### config.mk
export PLATFORM = sky130hd
export DESIGN_NAME = mean_cosine_similarity
export DESIGN_NICKNAME = d
export VERILOG_FILES = /design/src/hdl/mcs_pkg.sv /design/src/hdl/mean_cosine_similarity.sv /design/src/hdl/mcs_datapath.sv /design/src/hdl/mcs_ctrl.sv
export SDC_FILE = /design/constraint.sdc
export NUM_CORES = 2
export LEC_CHECK = 0
export BUFFER_PORTS_ARGS = -buffer_cell sky130_fd_sc_hd__buf_2
export CAP_MARGIN = 0
export CORE_UTILIZATION = 35
export DETAILED_ROUTE_END_ITERATION = 8
export PLACE_DENSITY = 0.51
export SLEW_MARGIN = 20
export SYNTH_ARGS = -nofsm -noshare
export SYNTH_HDL_FRONTEND = slang
export SYNTH_SLANG_ARGS = --single-unit
### constraint.sdc
create_clock -name clk -period 30 [get_ports clk]
set_input_delay 3 -clock clk [delete_from_list [all_inputs] [get_ports clk]]
set_output_delay 3 -clock clk [all_outputs]
set_load 0.02 [all_outputs]
### src/hdl/mcs_pkg.sv
`timescale 1ns / 1ps
`default_nettype none
package mcs_pkg;
	localparam int ACC_W = 48;
	localparam int VAL_W = 16;
	localparam int SUM_W = 32;
	localparam int ROOT_W = 31;
	localparam int DEN_W = 62;
	localparam int QMAX = 65536;

	typedef struct packed {
		logic acc_en;
		logic acc_clr;
		logic ld_a;
		logic ld_b;
		logic norm_step;
		logic root_init;
		logic root_step;
		logic root_save;
		logic mul_init;
		logic mul_step;
		logic div_init;
		logic div_step;
		logic finish;
		logic set_clr;
	} mcs_cmd_t;

	typedef struct packed {
		logic norm_done;
		logic root_done;
		logic mul_done;
		logic div_done;
		logic zero_norm;
		logic mean_done;
	} mcs_sts_t;
endpackage
`default_nettype wire

### src/hdl/mean_cosine_similarity.sv
// Mean cosine similarity engine.
// Input channel: link_value/node_value pairs (Q4.12) with last_element and
// last_node, on valid/stall. One request is taken per cycle while a node is
// being accumulated. After the request with last_element the input stalls
// while the node is finished: each norm is scaled by 4 until one of its top
// two bits is set, then its square root is taken one bit pair per cycle, with
// a load step between the norms; then come the root product (shift-add), the
// bit-serial division, and closing and publishing the result. A set-closing
// node adds the mean division.
// Output channel: one request per node, node_similarity (Q1.15), and on the
// last node of a set also mean_similarity and set_done. The result is held
// in an output register until taken; a stalled output holds the block before
// the next result is written, so nothing is lost.
// Reset clears the dot-product and norm accumulators, the set sum, node count and output valid.
// Zero-norm nodes give similarity 0 and still count toward the mean.
`timescale 1ns / 1ps
`default_nettype none
module mean_cosine_similarity
	import mcs_pkg::*;
#(
	parameter int MAX_ELEMENTS = 1024,
	parameter int MAX_NODES = 256
) (
	input  wire logic clk,
	input  wire logic arst_n,
	input  wire logic in_valid,
	output logic in_stall,
	input  wire logic signed [15:0] link_value,
	input  wire logic signed [15:0] node_value,
	input  wire logic last_element,
	input  wire logic last_node,
	output logic out_valid,
	input  wire logic out_stall,
	output logic signed [15:0] node_similarity,
	output logic signed [15:0] mean_similarity,
	output logic set_done
);
	localparam int CNT_W = $clog2(MAX_NODES + 1) + ((MAX_ELEMENTS > 0) ? 0 : 1);
	mcs_cmd_t cmd;
	mcs_sts_t sts;

	mcs_ctrl u_ctrl (
		.clk, .arst_n, .in_valid, .in_stall, .last_element,
		.out_valid, .out_stall, .cmd, .sts
	);

	mcs_datapath #(.CNT_W(CNT_W), .MAX_NODES(MAX_NODES)) u_dp (
		.clk, .arst_n, .cmd, .sts, .link_value, .node_value, .last_node,
		.node_similarity, .mean_similarity, .set_done
	);

	a_stall_busy: assert property (@(posedge clk) disable iff (!arst_n)
		(in_valid && !in_stall && last_element) |=> in_stall)
		else $error("input not stalled after node end");
	a_out_hold: assert property (@(posedge clk) disable iff (!arst_n)
		(out_valid && out_stall) |=> $stable(node_similarity))
		else $error("result changed while stalled");
	a_mean_zero: assert property (@(posedge clk) disable iff (!arst_n)
		(out_valid && !set_done) |-> (mean_similarity == '0))
		else $error("mean set without set end");
endmodule
`default_nettype wire

### src/hdl/mcs_datapath.sv
`timescale 1ns / 1ps
`default_nettype none
module mcs_datapath
	import mcs_pkg::*;
#(
	parameter int CNT_W = 9,
	parameter int MAX_NODES = 256
) (
	input  wire logic clk,
	input  wire logic arst_n,
	input  wire mcs_cmd_t cmd,
	output mcs_sts_t sts,
	input  wire logic signed [VAL_W-1:0] link_value,
	input  wire logic signed [VAL_W-1:0] node_value,
	input  wire logic last_node,
	output logic signed [VAL_W-1:0] node_similarity,
	output logic signed [VAL_W-1:0] mean_similarity,
	output logic set_done
);
	localparam int QC_W = 8;
	localparam int MC_W = 6;

	// accumulators
	logic [ACC_W-1:0] dot_q, ln_q, nn_q;
	logic signed [2*VAL_W-1:0] pd, pl, pn;
	assign pd = link_value * node_value;
	assign pl = link_value * link_value;
	assign pn = node_value * node_value;
	logic [ACC_W-1:0] dot_n, ln_n, nn_n;
	assign dot_n = dot_q + ACC_W'(pd);
	assign ln_n = ln_q + ACC_W'(pl);
	assign nn_n = nn_q + ACC_W'(pn);

	always_ff @(posedge clk or negedge arst_n) begin
		if (!arst_n) begin
			dot_q <= '0;
			ln_q <= '0;
			nn_q <= '0;
		end else if (cmd.acc_clr) begin
			dot_q <= '0;
			ln_q <= '0;
			nn_q <= '0;
		end else if (cmd.acc_en) begin
			dot_q <= dot_n;
			ln_q <= ln_n;
			nn_q <= nn_n;
		end
	end

	// snapshot of finished node
	logic [ACC_W-1:0] mag_q, nb_q;
	logic neg_q, last_q;
	logic [DEN_W-1:0] x_q;
	logic [5:0] k_q, ka_q;
	logic [DEN_W-1:0] v_q, r_q, bit_q;
	logic [ROOT_W-1:0] ra_q, rb_q;
	logic [DEN_W-1:0] den_q;
	logic [DEN_W-1:0] macc_q;
	logic [ROOT_W-1:0] mb_q;
	logic [MC_W-1:0] mc_q;
	logic [DEN_W:0] rem_q;
	logic [QC_W-1:0] qcnt_q;
	logic [QC_W-1:0] qlen_q;
	logic [17:0] q_q;
	logic sat_q;
	logic zero_q;

	// a zero norm needs no scaling
	assign sts.norm_done = x_q[DEN_W-1] | x_q[DEN_W-2] | (x_q == '0);
	assign sts.root_done = (bit_q == '0);
	assign sts.mul_done = (mc_q == MC_W'(ROOT_W));
	assign sts.div_done = sat_q | (qcnt_q == qlen_q);
	assign sts.zero_norm = zero_q;

	logic [DEN_W-1:0] rb_sum;
	assign rb_sum = r_q + bit_q;
	logic [DEN_W:0] rem_sh;
	logic in_bit;
	assign in_bit = (qcnt_q < QC_W'(ACC_W)) ? mag_q[ACC_W-1 - 6'(qcnt_q)] : 1'b0;
	assign rem_sh = {rem_q[DEN_W-1:0], in_bit};
	logic [17:0] q_next;
	logic ge;
	assign ge = rem_sh >= {1'b0, den_q};
	assign q_next = {q_q[16:0], ge};

	always_ff @(posedge clk) begin
		if (cmd.ld_a) begin
			mag_q <= dot_n[ACC_W-1] ? (~dot_n + 1'b1) : dot_n;
			neg_q <= dot_n[ACC_W-1];
			nb_q <= nn_n;
			zero_q <= (ln_n == '0) || (nn_n == '0);
			last_q <= last_node;
			x_q <= DEN_W'(ln_n);
			k_q <= '0;
		end else if (cmd.ld_b) begin
			x_q <= DEN_W'(nb_q);
			ka_q <= k_q;
			k_q <= '0;
		end else if (cmd.norm_step) begin
			x_q <= x_q << 2;
			k_q <= k_q + 1'b1;
		end
		if (cmd.root_init) begin
			v_q <= x_q;
			r_q <= '0;
			bit_q <= DEN_W'(1) << (DEN_W-2);
		end else if (cmd.root_step) begin
			if (v_q >= rb_sum) begin
				v_q <= v_q - rb_sum;
				r_q <= (r_q >> 1) + bit_q;
			end else
				r_q <= r_q >> 1;
			bit_q <= bit_q >> 2;
		end
		if (cmd.root_save) begin
			ra_q <= rb_q;
			rb_q <= r_q[ROOT_W-1:0];
		end
		// issued with the second root's save: multiplier takes the fresh root
		if (cmd.mul_init) begin
			macc_q <= '0;
			mb_q <= r_q[ROOT_W-1:0];
			mc_q <= '0;
		end else if (cmd.mul_step) begin
			if (mb_q[ROOT_W-1 - 5'(mc_q)])
				macc_q <= (macc_q << 1) + DEN_W'(ra_q);
			else
				macc_q <= macc_q << 1;
			mc_q <= mc_q + 1'b1;
		end
		if (cmd.div_init) begin
			den_q <= macc_q;
			rem_q <= '0;
			q_q <= '0;
			qcnt_q <= '0;
			qlen_q <= QC_W'(ACC_W + 15) + QC_W'(ka_q) + QC_W'(k_q);
			sat_q <= 1'b0;
		end else if (cmd.div_step) begin
			rem_q <= ge ? rem_sh - {1'b0, den_q} : rem_sh;
			q_q <= q_next;
			qcnt_q <= qcnt_q + 1'b1;
			if (q_next > 18'(QMAX)) sat_q <= 1'b1;
		end
	end

	// similarity result
	logic signed [VAL_W-1:0] sim;
	always_comb begin
		if (zero_q) sim = '0;
		else if (neg_q)
			sim = (sat_q || q_q >= 18'd32768) ? -16'sd32768 : VAL_W'(-$signed({1'b0, q_q}));
		else
			sim = (sat_q || q_q > 18'd32767) ? 16'sd32767 : VAL_W'(q_q);
	end

	// set accumulation and mean (restoring division of |sum| by count)
	logic signed [SUM_W-1:0] sum_q;
	logic [CNT_W-1:0] cnt_q;
	logic signed [SUM_W:0] s_ext;
	assign s_ext = sum_q + sim;
	logic [SUM_W-1:0] dmag_q, dq_q;
	logic [CNT_W:0] drem_q;
	logic [5:0] dc_q;
	logic dneg_q, dbusy_q, mbusy_q;
	logic [CNT_W:0] drem_sh;
	assign drem_sh = {drem_q[CNT_W-1:0], dmag_q[SUM_W-1 - 5'(dc_q)]};
	logic dge;
	assign dge = drem_sh >= {1'b0, cnt_q};
	assign sts.mean_done = !mbusy_q;

	always_ff @(posedge clk or negedge arst_n) begin
		if (!arst_n) begin
			sum_q <= '0;
			cnt_q <= '0;
			mbusy_q <= 1'b0;
			dbusy_q <= 1'b0;
			dc_q <= '0;
			dneg_q <= 1'b0;
			dmag_q <= '0;
			drem_q <= '0;
			dq_q <= '0;
			node_similarity <= '0;
			mean_similarity <= '0;
			set_done <= 1'b0;
		end else if (cmd.finish) begin
			node_similarity <= sim;
			mean_similarity <= '0;
			set_done <= last_q;
			if (s_ext > $signed(33'sh07fffffff)) sum_q <= 32'sh7fffffff;
			else if (s_ext < -$signed(33'sh080000000)) sum_q <= 32'sh80000000;
			else sum_q <= SUM_W'(s_ext);
			if (32'(cnt_q) < 32'(MAX_NODES)) cnt_q <= cnt_q + 1'b1;
			if (last_q) begin
				mbusy_q <= 1'b1;
				dbusy_q <= 1'b0;
			end
		end else if (mbusy_q && !dbusy_q) begin
			dneg_q <= sum_q[SUM_W-1];
			dmag_q <= sum_q[SUM_W-1] ? SUM_W'(-sum_q) : SUM_W'(sum_q);
			drem_q <= '0;
			dq_q <= '0;
			dc_q <= '0;
			dbusy_q <= 1'b1;
		end else if (dbusy_q) begin
			drem_q <= dge ? drem_sh - {1'b0, cnt_q} : drem_sh;
			dq_q <= {dq_q[SUM_W-2:0], dge};
			dc_q <= dc_q + 1'b1;
			if (dc_q == 6'(SUM_W-1)) begin
				dbusy_q <= 1'b0;
				mbusy_q <= 1'b0;
				if (dneg_q)
					mean_similarity <= ({dq_q[SUM_W-2:0], dge} >= 32'd32768) ?
						-16'sd32768 : VAL_W'(-{dq_q[SUM_W-2:0], dge});
				else
					mean_similarity <= ({dq_q[SUM_W-2:0], dge} > 32'd32767) ?
						16'sd32767 : VAL_W'({dq_q[SUM_W-2:0], dge});
				sum_q <= '0;
				cnt_q <= '0;
			end
		end else if (cmd.set_clr) begin
			sum_q <= sum_q;
		end
	end
endmodule
`default_nettype wire

### src/hdl/mcs_ctrl.sv
`timescale 1ns / 1ps
`default_nettype none
module mcs_ctrl
	import mcs_pkg::*;
(
	input  wire logic clk,
	input  wire logic arst_n,
	input  wire logic in_valid,
	output logic in_stall,
	input  wire logic last_element,
	output logic out_valid,
	input  wire logic out_stall,
	output mcs_cmd_t cmd,
	input  wire mcs_sts_t sts
);
	typedef enum logic [3:0] {
		ST_ACC, ST_NORM_A, ST_ROOT_A, ST_LD_B, ST_NORM_B, ST_ROOT_B,
		ST_MUL, ST_DIV, ST_FIN, ST_MEAN, ST_OUT
	} state_t;
	state_t state_q;
	logic rinit_q;

	logic accept;
	logic out_free;
	assign in_stall = (state_q != ST_ACC);
	assign accept = in_valid && !in_stall;
	assign out_free = !out_valid || !out_stall;

	always_comb begin
		cmd = '0;
		cmd.acc_en = accept;
		cmd.ld_a = accept && last_element;
		cmd.acc_clr = (state_q == ST_NORM_A) && rinit_q;
		case (state_q)
			ST_NORM_A, ST_NORM_B: begin
				if (!sts.norm_done) cmd.norm_step = 1'b1;
				else cmd.root_init = 1'b1;
			end
			ST_ROOT_A, ST_ROOT_B: begin
				if (!sts.root_done) cmd.root_step = 1'b1;
				else cmd.root_save = 1'b1;
			end
			ST_LD_B: cmd.ld_b = 1'b1;
			ST_MUL: begin
				if (!sts.mul_done) cmd.mul_step = 1'b1;
				else cmd.div_init = 1'b1;
			end
			ST_DIV: cmd.div_step = !sts.div_done;
			ST_FIN: cmd.finish = out_free;
			default: ;
		endcase
		if (state_q == ST_ROOT_B && sts.root_done) cmd.mul_init = 1'b1;
	end

	always_ff @(posedge clk or negedge arst_n) begin
		if (!arst_n) begin
			state_q <= ST_ACC;
			rinit_q <= 1'b0;
			out_valid <= 1'b0;
		end else begin
			if (out_valid && !out_stall) out_valid <= 1'b0;
			rinit_q <= 1'b0;
			case (state_q)
				ST_ACC: if (accept && last_element) begin
					state_q <= ST_NORM_A;
					rinit_q <= 1'b1;
				end
				ST_NORM_A: if (sts.norm_done) state_q <= ST_ROOT_A;
				ST_ROOT_A: if (sts.root_done) state_q <= ST_LD_B;
				ST_LD_B: state_q <= ST_NORM_B;
				ST_NORM_B: if (sts.norm_done) state_q <= ST_ROOT_B;
				ST_ROOT_B: if (sts.root_done) state_q <= ST_MUL;
				ST_MUL: if (sts.mul_done) state_q <= ST_DIV;
				ST_DIV: if (sts.div_done) state_q <= ST_FIN;
				ST_FIN: if (out_free) state_q <= ST_MEAN;
				ST_MEAN: if (sts.mean_done) state_q <= ST_OUT;
				ST_OUT: begin
					out_valid <= 1'b1;
					state_q <= ST_ACC;
				end
				default: state_q <= ST_ACC;
			endcase
		end
	end
endmodule
`default_nettype wire
Word-level counts from Yosys, hierarchy flattened
Cells that the tools add are included.
- add/sub/neg operators: 24
- multiply operators: 3
- order comparisons: 15
- equality and inequality tests: 25
- muxes and demuxes: 90
- bitwise logic cells: 6
- reductions and logical operators: 41
- operators by type and width (operator ; number):
    2-to-1 mux 48 bit ; 9
    2-to-1 mux 62 bit ; 6
    2-to-1 mux 32 bit ; 7
    2-to-1 mux 16 bit ; 11
    adder 48 bit ; 3
    zero test 62 bit ; 2
    subtractor 62 bit ; 2
    zero test 48 bit ; 2
    multiplier 16 x 16 -> 32 bit ; 3
    2-to-1 mux 9 bit ; 8
    less-than comparator 32 x 6 -> 1 bit, second input constant ; 2
    greater-or-equal comparator 63 x 62 -> 1 bit ; 1
    adder 61 x 61 -> 62 bit ; 1
    adder 62 x 31 -> 62 bit ; 1
    adder 62 x 61 -> 62 bit ; 1
    greater-or-equal comparator 62 bit ; 1
    2-to-1 mux 31 bit ; 2
    adder 48 x 1 -> 48 bit, second input constant ; 1
    inverter 48 bit ; 1
    2-to-1 mux 47 bit ; 1
    case mux 4 bit (10 select lines) ; 1
    2-to-1 mux 4 bit ; 9
    adder 32 x 16 -> 33 bit ; 1
    > comparator 33 x 32 -> 1 bit, second input constant ; 1
    47 further kinds ; 127
- bits in registers: 953
- input bits: 38
- logic and storage cells: 246

Logic depth before layout (Yosys ltp)
- depth after elaboration: 11
- depth in mapped cells: 45
- depth with buffers taken out: 43

By module
Synthesis repeated with hierarchy kept, for this count alone.
- cell total of the unflattened synthesis: 9788
- area total of the unflattened synthesis: 89617.2 um^2
- modules (own cells, without submodules) (module ; instances ; cells an instance ; area an instance (um^2) ; sequential area each (um^2)):
    mcs_datapath ; 1 ; 9721 ; 89061.7 ; 24238.2
    mcs_ctrl ; 1 ; 67 ; 555.5 ; 150.1

Least setup slack after synthesis
Ideal clock, no wire load.
- path kind: input to register
- start: in node_value[1]
- end: reg u_dp.mag_q[46] (data pin)
- arrival time: 12.312 ns
- setup slack: 17.424 ns
- stages on the path: 38
- buffers on the path: 3
- cells stage by stage: clkbuf_1 -> clkbuf_1 -> nand2_1 -> inv_1 -> fa_1 -> inv_1 -> fa_1 -> inv_1 -> fa_1 -> fa_1 -> fa_1 -> inv_1 -> fa_1 -> inv_1 -> ha_1 -> nand4_1 -> o22ai_1 -> nor4_1 -> (+2 left out) -> nand4b_1 -> a21oi_1 -> xnor2_1 -> ha_1 -> clkbuf_1 -> o21a_1 -> o21ai_0 -> o21bai_1 -> a211o_1 -> o21ai_0 -> a31oi_1 -> a21oi_1 -> xnor2_1 -> or2_2 -> or2_2 -> or4b_2 -> o21ai_1 -> xnor2_1
- longest elaborated chain between the ends: 5
- ends and longest elaborated chain (element ; RTL line ; text):
    from (decl) ; mean_cosine_similarity.sv:29 ; input wire logic signed [15:0] node_value,
    multiplier 16 x 16 -> 32 bit (*) ; mcs_datapath.sv:26 ; assign pd = link_value * node_value;
    adder 48 bit (*) ; mcs_datapath.sv:30 ; assign dot_n = dot_q + ACC_W'(pd);
    inverter 48 bit ; mcs_datapath.sv:88 ; mag_q <= dot_n[ACC_W-1] ? (~dot_n + 1'b1) : dot_n;
    adder 48 x 1 -> 48 bit ; mcs_datapath.sv:88 ;
    2-to-1 mux 47 bit (*) ; mcs_datapath.sv:88 ;
    to (signal assigned) ; mcs_datapath.sv:88 ;
    to (decl) ; mcs_datapath.sv:51 ; logic [ACC_W-1:0] mag_q, nb_q;
Every way passes the cells marked *; elsewhere a longest branch is shown, timed or not.
A chain may end at the register's enable or synchronous reset.

Worst setup path in the final report
- start: in node_value[4]
- end: reg u_dp.mag_q[18] (data pin)
Same word-level chain as after synthesis.

==> results.md <==
- Vias: 67.6k
- Setup Crit Path Kind: input port to flip-flop
- Status: completed
- Number of synthesized flops with an enable pin: 378
- Post-CTS sizing: 0
- Share of Yosys cell area claimed by the top area cell type: 17.1%
- Crit path largest cell delay: 0.65 ns
- Crit path max fanout: 41
- Hold path start: u_dp.rb_q[10]
- First-pass GRT wire length: 385 mm
- Drt total wl: 240 mm
- Core outline area: 0.249 mm2
- CTS sink count: 953
- Final nets: 10.8k
- Initial Util: 35.2%
- Most used DFF post-synth: edfxtp_1
- Drt drc: 0
- Post-synthesis sequential area ratio: 27.9%
- CP arrival: 14.56 ns
- Mapped Nets: 11.0k
- RSZ-0062 raised after global routing: false
- GRT Util Overall: 19.0%
- Count of cell types in the netlist: 92
- Post-CTS Hold Buffers: 0
- Layout cells sized above 1: 4.80%
- Pin count of the biggest net entering global routing: 167
- Initial antenna violation count: 6
- Post-route ant nets: 0
- Top cells by area, synth: fa_1 (17%), edfxtp_1 (13%), ha_1 (9.6%), dfrtp_1 (8.7%), dfxtp_1 (6.2%)
- Final Slew Violations: 0
- Post-synthesis cell count: 9506
- R2R Path Start: u_dp.r_q[14]
- Slew @ Worst Pin: 1.07 ns
- IO Port Bufs: 72
- Min Tclk post-route: 14.04 ns
- Layout Utilization: 38.2%
- Post-Syn Area: 0.0875 mm2
- Hold Crit Class: flip-flop to flip-flop
- Syn_area_per_cell: 9.21 um2
- H-Tree Depth: 3
- Worst setup SP type: input port
- #FFs+latches synth: 953
- Clock Tree Buf Depth: 3
- CP startpoint: node_value[4]
- Final setup viols: 0
- CP max stage cell: xor2_1
- Worst-Skew Late Latency: 0.77 ns
- Number of global-route vias before repair: 67.7k
- Most numerous cell in the Yosys netlist: inv_1
- FMAX: 71.2 MHz
- # IOs: 73
- Synth-to-layout area growth: 8.66%
- Area of the die: 0.252 mm2
- Post-synth top cells: inv_1 (1098), nand2_1 (919), fa_1 (748)
- Fin crit share: 46.8%
- Post-CTS Setup Inserts: 0
- Final Hold Viols: 0
- Clock Pin Slew Worst Setup and Hold Paths: 0.06 ns
- CTS tree: done
- Yosys top cell by area: fa_1
- Die Width: 502 um
- Most used cell, CP: fa_1
- Clock Skew: 0.0519 ns
- FP Rows: 183
- 1st-pass router iterations: 8
- Total gr overflow: 0
- Synth warn: 0
- Post-DP HPWL: 180 mm
- Ys async rst share: 32.0%
- CTS Buf Count: 109
- Vias per cell: 5.28
- Setup TNS: 0 ns
- CP Data Required Time: 30.52 ns
- Worst slew margin: 28.4%
- Crit. End Element: flip-flop
- Iteration-0 DRC Markers: 4404
- Routed WL per cell: 18.8 um
- RD Place Congestion: 0.873
- Chip height: 502 um
- Max-cap viol count: 0
- Root Buffer: clkbuf_16
==> critical path, delay by kind of cell <==
kind | cells | cell delay, ns
AO/OA/AOI/OAI | 18 | 4.57
buffers and inverters | 7 | 1.87
AND/OR/NAND/NOR | 3 | 0.68
XOR/XNOR | 3 | 0.97
adder cells (fa/ha/maj) | 8 | 3.42
==> path summary, 6_finish.rpt <==
check,to,slack (ns),cells past startpoint
setup reg to reg,u_dp.r_q[13],22.24,26
setup / recovery,u_dp.mag_q[18],15.96,39
min in group asynchronous,u_dp.dot_q[33],2.21,1
hold reg to reg,u_dp.ra_q[10],0.42,0
hold / removal,u_dp.ra_q[10],0.42,0
max in group asynchronous,u_dp.ln_q[19],26.24,2
==> layout by cell type (no fill, tap or decap), types with 231 or more instances in the layout <==
| cell | Yosys | final |
|---|---|---|
| a21o_1 | 231 | 231 |
| a21oi_1 | 586 | 584 |
| dfrtp_1 | 305 | 305 |
| dfxtp_1 | 270 | 270 |
| edfxtp_1 | 378 | 378 |
| fa_1 | 748 | 748 |
| ha_1 | 674 | 674 |
| inv_1 | 1098 | 1095 |
| nand2_1 | 919 | 918 |
| nor2_1 | 696 | 693 |
| o21ai_0 | 471 | 469 |
| xnor2_1 | 378 | 376 |
| xor2_1 | 254 | 254 |
==> per-stage QoR <==
stage               instance area, um2  hold slack [ns]  setup slack [ns]  std cells
floorplan                        87500            0.400             17.42       9506
global placement                 91400            0.402             15.01      12600
detailed placement               91400            0.405             14.97      12600
CTS                              95100            0.413             15.77      12800
global route                     95100            0.412             15.18      12800
finish                           95100            0.416             15.96      12800
==> sequential cells by signal (all words and copies together) (netlist names), 9 cells and up <==
name                  count
u_dp.bit_q               31
u_dp.cnt_q                9
u_dp.den_q               62
u_dp.dmag_q              32
u_dp.dot_q               48
u_dp.dq_q                31
u_dp.drem_q               9
u_dp.ln_q                48
u_dp.macc_q              62
u_dp.mag_q               48
u_dp.mb_q                31
u_dp.mean_similarity     16
u_dp.nb_q                48
u_dp.nn_q                48
u_dp.node_similarity     16
u_dp.q_q                 18
u_dp.r_q                 62
u_dp.ra_q                31
u_dp.rb_q                31
u_dp.rem_q               62
u_dp.sum_q               32
u_dp.v_q                 62
u_dp.x_q                 62
==> routing by layer <==
metal  track usage (%)  wire [um]
met3              1.67       9260
met4              4.50       5130
met1              27.1     115000
met5                 0         11
met2              30.9     110000
==> layout make-up <==
cell class | instances | area [um2]
flip-flops and latches | 953 | 24400
clock inverters | 43 | 569
multi-input cells | 7067 | 57800
clock buffers | 164 | 3140
well taps | 3330 | 4170
fillers | 25200 | 154000
inverters | 1106 | 4160
repair buffers | 140 | 913
diodes | 3 | 7.51
==> kinds of logic (layout without fill, tap and decap cells) <==
| logic type | Yosys count | in the layout | synth area share, % |
|---|---|---|---|
| buffers and inverters | 1486 | 1453 | 6.37 |
| multiplexers | 117 | 117 | 1.82 |
| XOR/XNOR | 634 | 634 | 6.38 |
| adder cells (fa/ha/maj) | 1422 | 1422 | 26.7 |
| flip-flops | 953 | 953 | 27.9 |
| AND/OR/NAND/NOR | 2664 | 2664 | 14.3 |
| other | 0 | 3 | 0 |
| AO/OA/AOI/OAI | 2230 | 2230 | 16.6 |
Power is not shown: default switching activity piles up to over one toggle a cycle in this logic, so the estimate is an artifact.
